## config.mk

```make
export PLATFORM = sky130hd
export DESIGN_NAME = frame_rate_window_statistics_core
export DESIGN_NICKNAME = d
export VERILOG_FILES = /design/src/rtl/core/frws_pkg.sv /design/src/rtl/core/frame_rate_window_statistics_core.sv /design/src/rtl/core/frws_ring.sv /design/src/rtl/core/frws_divider.sv
export SDC_FILE = /design/constraint.sdc
export NUM_CORES = 2
export LEC_CHECK = 0
export ABC_AREA = 1
export BUFFER_PORTS_ARGS = -buffer_cell sky130_fd_sc_hd__buf_2
export CORE_MARGIN = 4
export CORE_UTILIZATION = 63
export CTS_BUF_LIST = sky130_fd_sc_hd__clkbuf_16
export DETAILED_ROUTE_END_ITERATION = 6
export PLACE_DENSITY_LB_ADDON = 0.2
export REMOVE_ABC_BUFFERS = 1
export SLEW_MARGIN = 20
export SYNTH_ARGS = -nofsm -noshare
export SYNTH_HDL_FRONTEND = slang
export SYNTH_SLANG_ARGS = --single-unit
```

## constraint.sdc

```tcl
create_clock -name clock -period 5.8 [get_ports clock]
set_input_delay 1.16 -clock clock [delete_from_list [all_inputs] [get_ports clock]]
set_output_delay 1.16 -clock clock [all_outputs]
set_load 0.05 [all_outputs]
```

## src/rtl/core/frws_pkg.sv

```systemverilog
// Shared constants and types for the frame rate window statistics core.
// No dependencies; imported by every module of the block.
`default_nettype none

package frws_pkg;

   localparam int HISTORY_DEPTH = 64;
   localparam int RECENT_FRAMES = 10;

   localparam int ENTRY_W     = 16;
   localparam int RATE_W      = 17;
   localparam int CENTI_SCALE = 100000;

   // walk covers the ring and, if longer, the whole recent window
   localparam int WALK_LEN   = (RECENT_FRAMES > HISTORY_DEPTH) ? RECENT_FRAMES : HISTORY_DEPTH;
   localparam int ADDR_W     = $clog2(HISTORY_DEPTH);
   localparam int CNT_W      = $clog2(WALK_LEN);
   localparam int SUM_W      = ENTRY_W + $clog2(WALK_LEN);
   localparam int NUM_W      = $clog2(CENTI_SCALE * WALK_LEN + 1);
   localparam int DIV_CNT_W  = $clog2(NUM_W);

   localparam logic [NUM_W-1:0] DIVIDEND_RECENT = NUM_W'(CENTI_SCALE * RECENT_FRAMES);
   localparam logic [NUM_W-1:0] DIVIDEND_AVG    = NUM_W'(CENTI_SCALE * HISTORY_DEPTH);
   localparam logic [NUM_W-1:0] DIVIDEND_SINGLE = NUM_W'(CENTI_SCALE);

   typedef enum logic [1:0] {
      RES_RECENT = 2'd0,
      RES_MIN    = 2'd1,
      RES_AVG    = 2'd2,
      RES_MAX    = 2'd3
   } res_sel_type;

   typedef struct packed {
      logic               wr_en;
      logic [ADDR_W-1:0]  wr_addr;
      logic [ENTRY_W-1:0] wr_data;
      logic               rd_en;
      logic [ADDR_W-1:0]  rd_addr;
   } ring_cmd_type;

   typedef struct packed {
      logic              start;
      logic [NUM_W-1:0]  dividend;
      logic [SUM_W-1:0]  divisor;
   } div_req_type;

   typedef struct packed {
      logic              done;
      logic [RATE_W-1:0] quotient;
   } div_rsp_type;

endpackage

`default_nettype wire

```

## src/rtl/core/frame_rate_window_statistics_core.sv

```systemverilog
// Frame rate window statistics core: ring walk sequencer and result register.
// Depends on frws_pkg, frws_ring and frws_divider.
//
//   port group   dir  fields
//   req_*        in   interval_ms[15:0]
//   rsp_*        out  fps_recent/min/avg/max_centi[16:0]
//
// Each request walks the ring, one ring read per cycle, then runs four serial
// divides of NUM_W steps each on the shared divider. req_stall stays high
// from accept until the result is loaded into the output register; a stalled
// result does not block the next request. Reset clears all entry valid bits
// together; there is no clearing pass.
`default_nettype none

module frame_rate_window_statistics_core (
   input  logic                          clock,
   input  logic                          reset,
   input  logic                          req_valid,
   output logic                          req_stall,
   input  logic [frws_pkg::ENTRY_W-1:0]  req_interval_ms,
   output logic                          rsp_valid,
   input  logic                          rsp_stall,
   output logic [frws_pkg::RATE_W-1:0]   rsp_fps_recent_centi,
   output logic [frws_pkg::RATE_W-1:0]   rsp_fps_min_centi,
   output logic [frws_pkg::RATE_W-1:0]   rsp_fps_avg_centi,
   output logic [frws_pkg::RATE_W-1:0]   rsp_fps_max_centi
);
   import frws_pkg::*;

   typedef enum logic [4:0] {
      ST_IDLE  = 5'b00001,
      ST_WALK  = 5'b00010,
      ST_FLUSH = 5'b00100,
      ST_DIV   = 5'b01000,
      ST_HOLD  = 5'b10000
   } state_type;

   state_type          state_ff, state_in;
   logic [ADDR_W-1:0]  wp_ff, wp_in, wp_next;
   logic [ADDR_W-1:0]  rd_addr_ff, rd_addr_in;
   logic [CNT_W-1:0]   cnt_ff, cnt_in;
   logic               acc_en_ff, acc_en_in;
   logic [CNT_W-1:0]   acc_k_ff, acc_k_in;
   logic [SUM_W-1:0]   recent_ff, recent_in;
   logic [SUM_W-1:0]   all_ff, all_in;
   logic [ENTRY_W-1:0] small_ff, small_in;
   logic [ENTRY_W-1:0] large_ff, large_in;
   res_sel_type        sel_ff, sel_in;
   logic               issue_ff, issue_in;
   logic [RATE_W-1:0]  res_recent_ff, res_recent_in;
   logic [RATE_W-1:0]  res_min_ff, res_min_in;
   logic [RATE_W-1:0]  res_avg_ff, res_avg_in;
   logic [RATE_W-1:0]  res_max_ff, res_max_in;
   logic               rsp_valid_ff, rsp_valid_in;
   logic [RATE_W-1:0]  rsp_recent_ff, rsp_recent_in;
   logic [RATE_W-1:0]  rsp_min_ff, rsp_min_in;
   logic [RATE_W-1:0]  rsp_avg_ff, rsp_avg_in;
   logic [RATE_W-1:0]  rsp_max_ff, rsp_max_in;

   logic               req_accept;
   logic [ENTRY_W-1:0] entry;
   ring_cmd_type       ring_cmd;
   div_req_type        div_req;
   div_rsp_type        div_rsp;

   frws_ring u_ring (
      .clock    (clock),
      .reset    (reset),
      .ring_cmd (ring_cmd),
      .rd_entry (entry)
   );

   frws_divider u_div (
      .clock   (clock),
      .reset   (reset),
      .div_req (div_req),
      .div_rsp (div_rsp)
   );

   assign req_stall  = (state_ff != ST_IDLE);
   assign req_accept = req_valid && !req_stall;
   assign wp_next    = (wp_ff == ADDR_W'(HISTORY_DEPTH - 1)) ? '0 : wp_ff + 1'b1;

   always_comb begin
      ring_cmd.wr_en   = req_accept;
      ring_cmd.wr_addr = wp_next;
      ring_cmd.wr_data = (req_interval_ms == '0) ? ENTRY_W'(1) : req_interval_ms;
      ring_cmd.rd_en   = (state_ff == ST_WALK);
      ring_cmd.rd_addr = rd_addr_ff;
   end

   always_comb begin
      div_req.start = issue_ff;
      case (sel_ff)
         RES_RECENT: begin
            div_req.dividend = DIVIDEND_RECENT;
            div_req.divisor  = recent_ff;
         end
         RES_MIN: begin
            div_req.dividend = DIVIDEND_SINGLE;
            div_req.divisor  = SUM_W'(large_ff);
         end
         RES_AVG: begin
            div_req.dividend = DIVIDEND_AVG;
            div_req.divisor  = all_ff;
         end
         default: begin
            div_req.dividend = DIVIDEND_SINGLE;
            div_req.divisor  = SUM_W'(small_ff);
         end
      endcase
   end

   always_comb begin
      state_in      = state_ff;
      wp_in         = wp_ff;
      rd_addr_in    = rd_addr_ff;
      cnt_in        = cnt_ff;
      acc_en_in     = 1'b0;
      acc_k_in      = acc_k_ff;
      recent_in     = recent_ff;
      all_in        = all_ff;
      small_in      = small_ff;
      large_in      = large_ff;
      sel_in        = sel_ff;
      issue_in      = 1'b0;
      res_recent_in = res_recent_ff;
      res_min_in    = res_min_ff;
      res_avg_in    = res_avg_ff;
      res_max_in    = res_max_ff;
      rsp_valid_in  = rsp_valid_ff && rsp_stall;
      rsp_recent_in = rsp_recent_ff;
      rsp_min_in    = rsp_min_ff;
      rsp_avg_in    = rsp_avg_ff;
      rsp_max_in    = rsp_max_ff;

      // read data lands in the cycle after the address; acc_k tags its walk step
      if (acc_en_ff) begin
         if (32'(acc_k_ff) < RECENT_FRAMES) begin
            recent_in = recent_ff + SUM_W'(entry);
         end
         if (32'(acc_k_ff) < HISTORY_DEPTH) begin
            all_in = all_ff + SUM_W'(entry);
            if (entry < small_ff) begin
               small_in = entry;
            end
            if (entry > large_ff) begin
               large_in = entry;
            end
         end
      end

      unique case (state_ff)
         ST_IDLE: begin
            if (req_accept) begin
               wp_in      = wp_next;
               rd_addr_in = wp_next;
               cnt_in     = '0;
               recent_in  = '0;
               all_in     = '0;
               small_in   = '1;
               large_in   = '0;
               state_in   = ST_WALK;
            end
         end
         ST_WALK: begin
            // newest entry first, backward with wrap
            rd_addr_in = (rd_addr_ff == '0) ? ADDR_W'(HISTORY_DEPTH - 1) : rd_addr_ff - 1'b1;
            cnt_in     = cnt_ff + 1'b1;
            acc_en_in  = 1'b1;
            acc_k_in   = cnt_ff;
            if (cnt_ff == CNT_W'(WALK_LEN - 1)) begin
               state_in = ST_FLUSH;
            end
         end
         ST_FLUSH: begin
            sel_in   = RES_RECENT;
            issue_in = 1'b1;
            state_in = ST_DIV;
         end
         ST_DIV: begin
            if (div_rsp.done) begin
               case (sel_ff)
                  RES_RECENT: begin
                     res_recent_in = div_rsp.quotient;
                     sel_in        = RES_MIN;
                     issue_in      = 1'b1;
                  end
                  RES_MIN: begin
                     res_min_in = div_rsp.quotient;
                     sel_in     = RES_AVG;
                     issue_in   = 1'b1;
                  end
                  RES_AVG: begin
                     res_avg_in = div_rsp.quotient;
                     sel_in     = RES_MAX;
                     issue_in   = 1'b1;
                  end
                  default: begin
                     res_max_in = div_rsp.quotient;
                     state_in   = ST_HOLD;
                  end
               endcase
            end
         end
         ST_HOLD: begin
            if (!rsp_valid_ff || !rsp_stall) begin
               rsp_valid_in  = 1'b1;
               rsp_recent_in = res_recent_ff;
               rsp_min_in    = res_min_ff;
               rsp_avg_in    = res_avg_ff;
               rsp_max_in    = res_max_ff;
               state_in      = ST_IDLE;
            end
         end
         default: begin
            state_in = ST_IDLE;
         end
      endcase
   end

   always_ff @(posedge clock) begin
      if (reset) begin
         state_ff     <= ST_IDLE;
         wp_ff        <= '0;
         cnt_ff       <= '0;
         acc_en_ff    <= 1'b0;
         sel_ff       <= RES_RECENT;
         issue_ff     <= 1'b0;
         rsp_valid_ff <= 1'b0;
      end else begin
         state_ff     <= state_in;
         wp_ff        <= wp_in;
         cnt_ff       <= cnt_in;
         acc_en_ff    <= acc_en_in;
         sel_ff       <= sel_in;
         issue_ff     <= issue_in;
         rsp_valid_ff <= rsp_valid_in;
      end
   end

   always_ff @(posedge clock) begin
      rd_addr_ff    <= rd_addr_in;
      acc_k_ff      <= acc_k_in;
      recent_ff     <= recent_in;
      all_ff        <= all_in;
      small_ff      <= small_in;
      large_ff      <= large_in;
      res_recent_ff <= res_recent_in;
      res_min_ff    <= res_min_in;
      res_avg_ff    <= res_avg_in;
      res_max_ff    <= res_max_in;
      rsp_recent_ff <= rsp_recent_in;
      rsp_min_ff    <= rsp_min_in;
      rsp_avg_ff    <= rsp_avg_in;
      rsp_max_ff    <= rsp_max_in;
   end

   assign rsp_valid            = rsp_valid_ff;
   assign rsp_fps_recent_centi = rsp_recent_ff;
   assign rsp_fps_min_centi    = rsp_min_ff;
   assign rsp_fps_avg_centi    = rsp_avg_ff;
   assign rsp_fps_max_centi    = rsp_max_ff;

endmodule

`default_nettype wire

```

## src/rtl/core/frws_ring.sv

```systemverilog
// Interval history ring: single-port write, registered read.
// Depends on frws_pkg. Per-entry valid bits make unwritten entries read as 1.
`default_nettype none

module frws_ring (
   input  logic                           clock,
   input  logic                           reset,
   input  frws_pkg::ring_cmd_type         ring_cmd,
   output logic [frws_pkg::ENTRY_W-1:0]   rd_entry
);
   import frws_pkg::*;

   logic [ENTRY_W-1:0]       mem [HISTORY_DEPTH];
   logic [HISTORY_DEPTH-1:0] vld_ff;
   logic [HISTORY_DEPTH-1:0] vld_in;
   logic [ENTRY_W-1:0]       rd_data_ff;
   logic                     rd_vld_ff;

   always_comb begin
      vld_in = vld_ff;
      if (ring_cmd.wr_en) begin
         vld_in[ring_cmd.wr_addr] = 1'b1;
      end
   end

   always_ff @(posedge clock) begin
      if (reset) begin
         vld_ff <= '0;
      end else begin
         vld_ff <= vld_in;
      end
   end

   always_ff @(posedge clock) begin
      if (ring_cmd.wr_en) begin
         mem[ring_cmd.wr_addr] <= ring_cmd.wr_data;
      end
   end

   always_ff @(posedge clock) begin
      if (ring_cmd.rd_en) begin
         rd_data_ff <= mem[ring_cmd.rd_addr];
         rd_vld_ff  <= vld_ff[ring_cmd.rd_addr];
      end
   end

   // entry never written since reset reads as one
   assign rd_entry = rd_vld_ff ? rd_data_ff : ENTRY_W'(1);

endmodule

`default_nettype wire

```

## src/rtl/core/frws_divider.sv

```systemverilog
// Shared restoring divider, one quotient bit per cycle.
// Depends on frws_pkg. Result is truncated to the rate width.
`default_nettype none

module frws_divider (
   input  logic                   clock,
   input  logic                   reset,
   input  frws_pkg::div_req_type  div_req,
   output frws_pkg::div_rsp_type  div_rsp
);
   import frws_pkg::*;

   logic                 busy_ff, busy_in;
   logic                 done_ff, done_in;
   logic [DIV_CNT_W-1:0] cnt_ff, cnt_in;
   logic [SUM_W-1:0]     rem_ff, rem_in;
   logic [NUM_W-1:0]     quo_ff, quo_in;
   logic [SUM_W-1:0]     dvs_ff, dvs_in;
   logic [SUM_W:0]       trial;
   logic [SUM_W:0]       diff;
   logic                 ge;

   assign trial = {rem_ff, quo_ff[NUM_W-1]};
   assign ge    = (trial >= {1'b0, dvs_ff});
   assign diff  = trial - {1'b0, dvs_ff};

   always_comb begin
      busy_in = busy_ff;
      done_in = 1'b0;
      cnt_in  = cnt_ff;
      rem_in  = rem_ff;
      quo_in  = quo_ff;
      dvs_in  = dvs_ff;
      if (div_req.start && !busy_ff) begin
         busy_in = 1'b1;
         cnt_in  = '0;
         rem_in  = '0;
         quo_in  = div_req.dividend;
         dvs_in  = div_req.divisor;
      end else if (busy_ff) begin
         // remainder stays below the divisor, so the top trial bit drops safely
         rem_in = ge ? diff[SUM_W-1:0] : trial[SUM_W-1:0];
         quo_in = {quo_ff[NUM_W-2:0], ge};
         cnt_in = cnt_ff + 1'b1;
         if (cnt_ff == DIV_CNT_W'(NUM_W - 1)) begin
            busy_in = 1'b0;
            done_in = 1'b1;
         end
      end
   end

   always_ff @(posedge clock) begin
      if (reset) begin
         busy_ff <= 1'b0;
         done_ff <= 1'b0;
         cnt_ff  <= '0;
      end else begin
         busy_ff <= busy_in;
         done_ff <= done_in;
         cnt_ff  <= cnt_in;
      end
   end

   always_ff @(posedge clock) begin
      rem_ff <= rem_in;
      quo_ff <= quo_in;
      dvs_ff <= dvs_in;
   end

   assign div_rsp.done     = done_ff;
   assign div_rsp.quotient = quo_ff[RATE_W-1:0];

endmodule

`default_nettype wire

```

; ---- Word level (Yosys, flattened, before mapping)
; Memory sizes are Yosys's and may differ from the RTL's. A register that Yosys moved wholly into a read port is not among the register bits.
; Cells that the tools add are included.
[op_classes]
add_sub_neg = 7
n_lt_le_gt_ge = 7
n_eq_ne = 17
n_mux = 52
n_bitwise = 3
n_reduce_logical = 27
[ops]
columns = cell, n
row1 = 22-bit 2-to-1 mux, 8
row2 = 16-bit 2-to-1 mux, 10
row3 = 45-bit case mux with 3 select lines, 1
row4 = 64-bit bitwise OR, 1
row5 = 23-bit 2-to-1 mux, 2
row6 = 22-bit by 16-bit adder with 22-bit output, 2
row7 = 5-bit 2-to-1 mux, 5
row8 = 5-bit case mux with 5 select lines, 1
row9 = 6-bit 2-to-1 mux, 4
row10 = 6-bit case mux with 2 select lines, 2
row11 = 23-bit by 22-bit >= comparator with 1-bit output, 1
row12 = 22-bit subtractor, 1
row13 = 16-bit greater-than comparator, 1
row14 = 16-bit logical NOT, 1
row15 = 16-bit less-than comparator, 1
row16 = 3-bit AND reduction, 5
row17 = "6-bit by 7-bit less-than comparator with 1-bit output, second input constant", 2
row18 = 1-bit 2-to-1 mux, 13
row19 = "6-bit by 1-bit adder with 6-bit output, second input constant", 2
row20 = "6-bit == test, second input constant", 2
row21 = "5-bit == test, second input constant", 2
row22 = 1-bit binary-select mux with 6-bit select, 1
row23 = 1-bit demux with 6-bit select, 1
row24 = "6-bit by 1-bit >= comparator with 1-bit output, second input constant", 1
row25 = 28 further kinds, 43
[word_totals]
ff_bits = 385
mem_bits_rw = 1024
wordCells = 143
memories = 1
[mem_list]
columns = name, depth, word_bits, read_ports, rd_ports_with_merged_regs, write_ports, line_no
row1 = u_ring.mem, 64, 16, 1, 1, 1, frws_ring.sv:13  ; logic [ENTRY_W-1:0] mem [HISTORY_DEPTH];

; ---- Longest topological paths before layout
[logic_depth]
depth_word = 7
mapped_depth = 19
mapped_depth_nobuf = 17

; ---- By module
; Synthesis repeated with hierarchy kept, for this count alone.
[unflattened]
cells_unflattened = 5998
hier_area_um2 = 61769.2
[by_module_without_submodules]
columns = module, n_inst, cells_each, area_each_um2
row1 = frws_ring, 1, 3914, 44629.1
row2 = frame_rate_window_statistics_core, 1, 1411, 12269.3
row3 = frws_divider, 1, 673, 4870.9

; ---- Worst setup path before layout
; No wires, ideal clock.
[synth_path]
path_type = in2reg
startpoint = in rsp_stall
endpoint = reg rsp_avg_ff[0] (netlist: rsp_fps_avg_centi[0]) (enable)
setup_ps = 494
arrival_time_ps = 4124
required_time_ps = 5306
slack_ps = 1182
stages = 3
path_buffers = 0
cell_sequence = nand2_1 > inv_1 > nor2_1
[synth_between]
elab_chain_len = 3
[synth_lines]
columns = item, line_no
row1 = from (decl), frame_rate_window_statistics_core.sv:22  ; input logic rsp_stall,
row2 = 1-bit logical NOT, frame_rate_window_statistics_core.sv:207  ; if (!rsp_valid_ff || !rsp_stall) begin
row3 = 1-bit logical OR, frame_rate_window_statistics_core.sv:207
row4 = 2-bit AND reduction (no source line), -
row5 = to (signal assigned), frame_rate_window_statistics_core.sv:255  ; rsp_avg_ff <= rsp_avg_in;
row6 = to (decl), frame_rate_window_statistics_core.sv:57  ; logic [RATE_W-1:0] rsp_avg_ff, rsp_avg_in;
; No other way between the ends.
; A chain may end at the register's enable or synchronous reset.

; ---- Worst setup path after layout
[layout_path]
startpoint = reg rd_addr_ff[0]
endpoint = reg u_ring.rd_vld_ff, data pin
[layout_between]
elab_chain_len = 2
[layout_lines]
columns = item, line_no
row1 = from (decl), frame_rate_window_statistics_core.sv:40  ; logic [ADDR_W-1:0] rd_addr_ff, rd_addr_in;
row2 = from (signal assigned), frame_rate_window_statistics_core.sv:243  ; rd_addr_ff <= rd_addr_in;
row3 = 1-bit binary-select mux with 6-bit select, frws_ring.sv:43  ; rd_vld_ff <= vld_ff[ring_cmd.rd_addr];
row4 = 1-bit 2-to-1 mux (implied by the code), frws_ring.sv:43
row5 = to (signal assigned), frws_ring.sv:43
row6 = to (decl), frws_ring.sv:17  ; logic rd_vld_ff;
; No other way between the ends. The select of a mux whose other input is x is not followed.

==> impl_metrics.py <==
metrics = {
    "grt": {
        "grt_remaining_overflow": 0,
        "use_met2": 0.514,
        "grt_pass1_vias": 40500,
        "grt_pass1_wl_um": 242000,
        "antenna_found_initial": 2,
        "grt_use_total": 0.321,
        "grt_max_degree": 192,
        "use_met3": 0.0537,
        "grt_use_met1": 0.420,
        "grt-busiest-layer": "met2",
    },
    "sta": {
        "max_freq_mhz": 269,
        "hold_viol": 0,
        "fin_crit_sh": 0.641,
        "drv_slew": 0,
        "tightest_slew_ps": 1120,
        "min_period_ps": 3720,
        "grt_setup_unrepaired": "no",
        "finClkSkew_ps": 28.7,
        "hold_ws_ps": 413,
        "slew-limit-headroom": 0.256,
        "setup_violations": 0,
    },
    "synthesis": {
        "yosysMostFrequentCell": "edfxtp_1",
        "synthesis.area_mm2": 0.0602,
        "synthTopCellsByCount": "1233 x edfxtp_1, 1021 x nor2_1, 653 x nand2_1",
        "synth_seq_cells": 1424,
        "syn_avg_cell_area_um2": 10.9,
        "synth_edf_count": 1233,
        "ys_seq_area_frac": 0.679,
        "postSynth.asyncResetShare": 0,
        "yosysTopAreaCell": "edfxtp_1",
        "synth_top_cells_by_area": "edfxtp_1 62%, nor2_1 6.4%, dfxtp_1 6.4%, o21ai_0 5.4%, nand2_1 4.1%",
        "yosys_warnings": 0,
        "synth.distinct_cells": 57,
        "ys.flop_type": "edfxtp_1",
        "yosysTopAreaCellShare": 0.615,
        "synthCells": 5542,
    },
    "clocking": {
        "cts_max_level": 4,
        "cts_tree": "done",
        "cts_sinks": 1424,
        "cts_buffers": 143,
        "cts_resized": 0,
        "root_buffer": "clkbuf_16",
        "hold_buffers": 0,
        "clkTransAtPathRegs_ps": 70,
        "clock_latency_ps": 760,
        "clk_path_buf_depth": 3,
        "post_cts.repair.setup_buffers": 0,
    },
    "die": {
        "dieArea_mm2": 0.101,
        "ioPinCount": 90,
        "coreArea_mm2": 0.0949,
        "die_x_um": 317,
        "fp.dieH_um": 317,
        "row_count": 113,
        "start_util": 0.634,
    },
    "routing": {
        "drtAntennaViolNets": 0,
        "drc": 0,
        "wire_per_inst_um": 23.4,
        "vias": 42500,
        "drt-vias-per-instance": 6.16,
        "drtIter0Drc": 5653,
        "wl_um": 162000,
        "dr.pass1.iters": 6,
    },
    "layout": {
        "multi_input_area_mm2": 0.0167,
        "diodes": 0,
        "nets": 5609,
        "drive_above_1_share": 0.0728,
        "fillerInstances": 6702,
        "area_growth_pct": 9.86,
        "ff_latch_area_mm2": 0.0408,
    },
    "critical_path": {
        "cp_cell_sequence": "inv_8 > buf_12 > nor2_1 > o21ai_0 > nor2_1 > o21ai_0 > o21ai_0 > o21ai_0",
        "crit_required_ps": 6270,
        "crit_top_cell": "o21ai_0",
        "critical-path-max-stage-delay_ps": 580,
        "cp_max_fo": 180,
        "startpoint_type": "flip-flop",
        "cp.arrival_ps": 4190,
        "critical_path.slowest_cell": "edfxtp_1",
        "crit_path_end_kind": "flip-flop",
        "path_class": "reg2reg",
    },
    "power_and_ir_drop": {
        "p_leak_uw": 0.0242,
        "p_per_area_mw_per_mm2": 381,
        "power_uw": 25200,
        "peakVddDrop_uv": 272,
    },
    "placed_design": {
        "port_buffers": 89,
        "place.gp.congestion": 0.931,
        "hpwl_um": 96700,
    },
    "job": {
        "cap_violations": 0,
    },
    "outcome": {
        "outcome": "finished clean",
    },
    "hold_path": {
        "hold_class": "reg2reg",
    },
}
## sequential cells by signal (all words and copies together) (netlist names), 17 cells and up
signal                count
all_ff                   22
recent_ff                22
res_avg_ff               17
res_max_ff               17
res_min_ff               17
res_recent_ff            17
rsp_fps_avg_centi        17
rsp_fps_max_centi        17
rsp_fps_min_centi        17
rsp_fps_recent_centi     17
u_div.dvs_ff             22
u_div.quo_ff             23
u_div.rem_ff             22
u_ring.mem             1024
u_ring.vld_ff            64
## metrics by stage
stage / util / TNS [ps] / setup slack, ps / cell area, µm² / std cells
floorplan: - / -339700 / -15170 / 58900 / 5234
global placement: 0.648 / 0 / 1250 / 61500 / 6646
detailed placement: 0.649 / 0 / 2080 / 61500 / 6647
CTS: 0.697 / 0 / 2150 / 66100 / 6911
global route: 0.697 / 0 / 1910 / 66100 / 6911
finish: 0.697 / 0 / 2080 / 66100 / 6911
## cells by family (layout without fill, tap and decap cells)
group	count (synthesis)	after routing	share of synthesized area
xor gates and xnor gates	25	25	0.00364
buffers and inverters	694	798	0.0453
AOI/OAI and AO/OA	1177	1177	0.112
adders and majority gates	62	62	0.0130
and+or+nand+nor	2160	2160	0.148
DFF	1424	1424	0.679
## critical path: cells and delay by family, from the launching register on
kind	cells	cell delay, ps
and+or+nand+nor	2	150
buffers and inverters	2	1010
AOI/OAI and AO/OA	4	1390
DFF	1	580
## final cells by class
cell class	count	share of cell area
Clock buffer	146	0.0553
Sequential cell	1424	0.618
Clock inverter	118	0.0141
Tap cell	1265	0.0239
Inverter	386	0.0222
Timing Repair Buffer	148	0.0148
Multi-Input combinational cell	3424	0.252
## report_power, final
group	total [µW]	switching, µW	internal (µW)
combinational	4690	3480	1200
sequential	11500	134	11300
clock	9010	3890	5120
## cell usage in the layout (no fill, tap or decap), drive strengths merged, types with 5 or more instances in the layout
cell	Yosys	final
nand2	662	662
a221oi	12	12
xor2	15	15
edfxtp	1233	1233
nand3b	5	5
o21ai	653	653
o211ai	208	208
nor3	21	21
xnor2	10	10
nand4	19	19
a21oi	207	207
clkinvlp	0	5
o21bai	10	10
a32oi	9	9
buf	100	148
nor4	11	11
o221ai	20	20
o22ai	28	28
bufinv	0	12
dfxtp	191	191
o31ai	5	5
clkbuf	208	146
or2	17	17
clkinv	7	71
a21boi	6	6
nand3	391	391
nor2	1031	1031
ha	61	61
inv	379	416
## final timing paths
| kind | startpoint | endpoint | slack (ps) | depth (start not counted) |
|---|---|---|---|---|
| max reg2reg | rd_addr_ff[0]$_DFFE_PP_ | u_ring.rd_vld_ff$_DFFE_PP_ | 2080 | 8 |
| min reg2reg | res_avg_ff[10]$_DFFE_PP_ | rsp_fps_avg_centi[10]$_DFFE_PP_ | 410 | 0 |
| max | rd_addr_ff[0]$_DFFE_PP_ | u_ring.rd_vld_ff$_DFFE_PP_ | 2080 | 8 |
| min | res_avg_ff[10]$_DFFE_PP_ | rsp_fps_avg_centi[10]$_DFFE_PP_ | 410 | 0 |
## routing by layer
| metal | part of all wire | wire [µm] | vias to the layer above |
|---|---|---|---|
| li1 | - | - | 19500 |
| met1 | 0.37 | 60300 | 20400 |
| met2 | 0.47 | 75800 | 2261 |
| met3 | 0.094 | 15200 | 475 |
| met4 | 0.064 | 10300 | 2 |
| met5 | 0.000068 | 11 | - |
No activity file was read; power rests on OpenSTA's default activity.
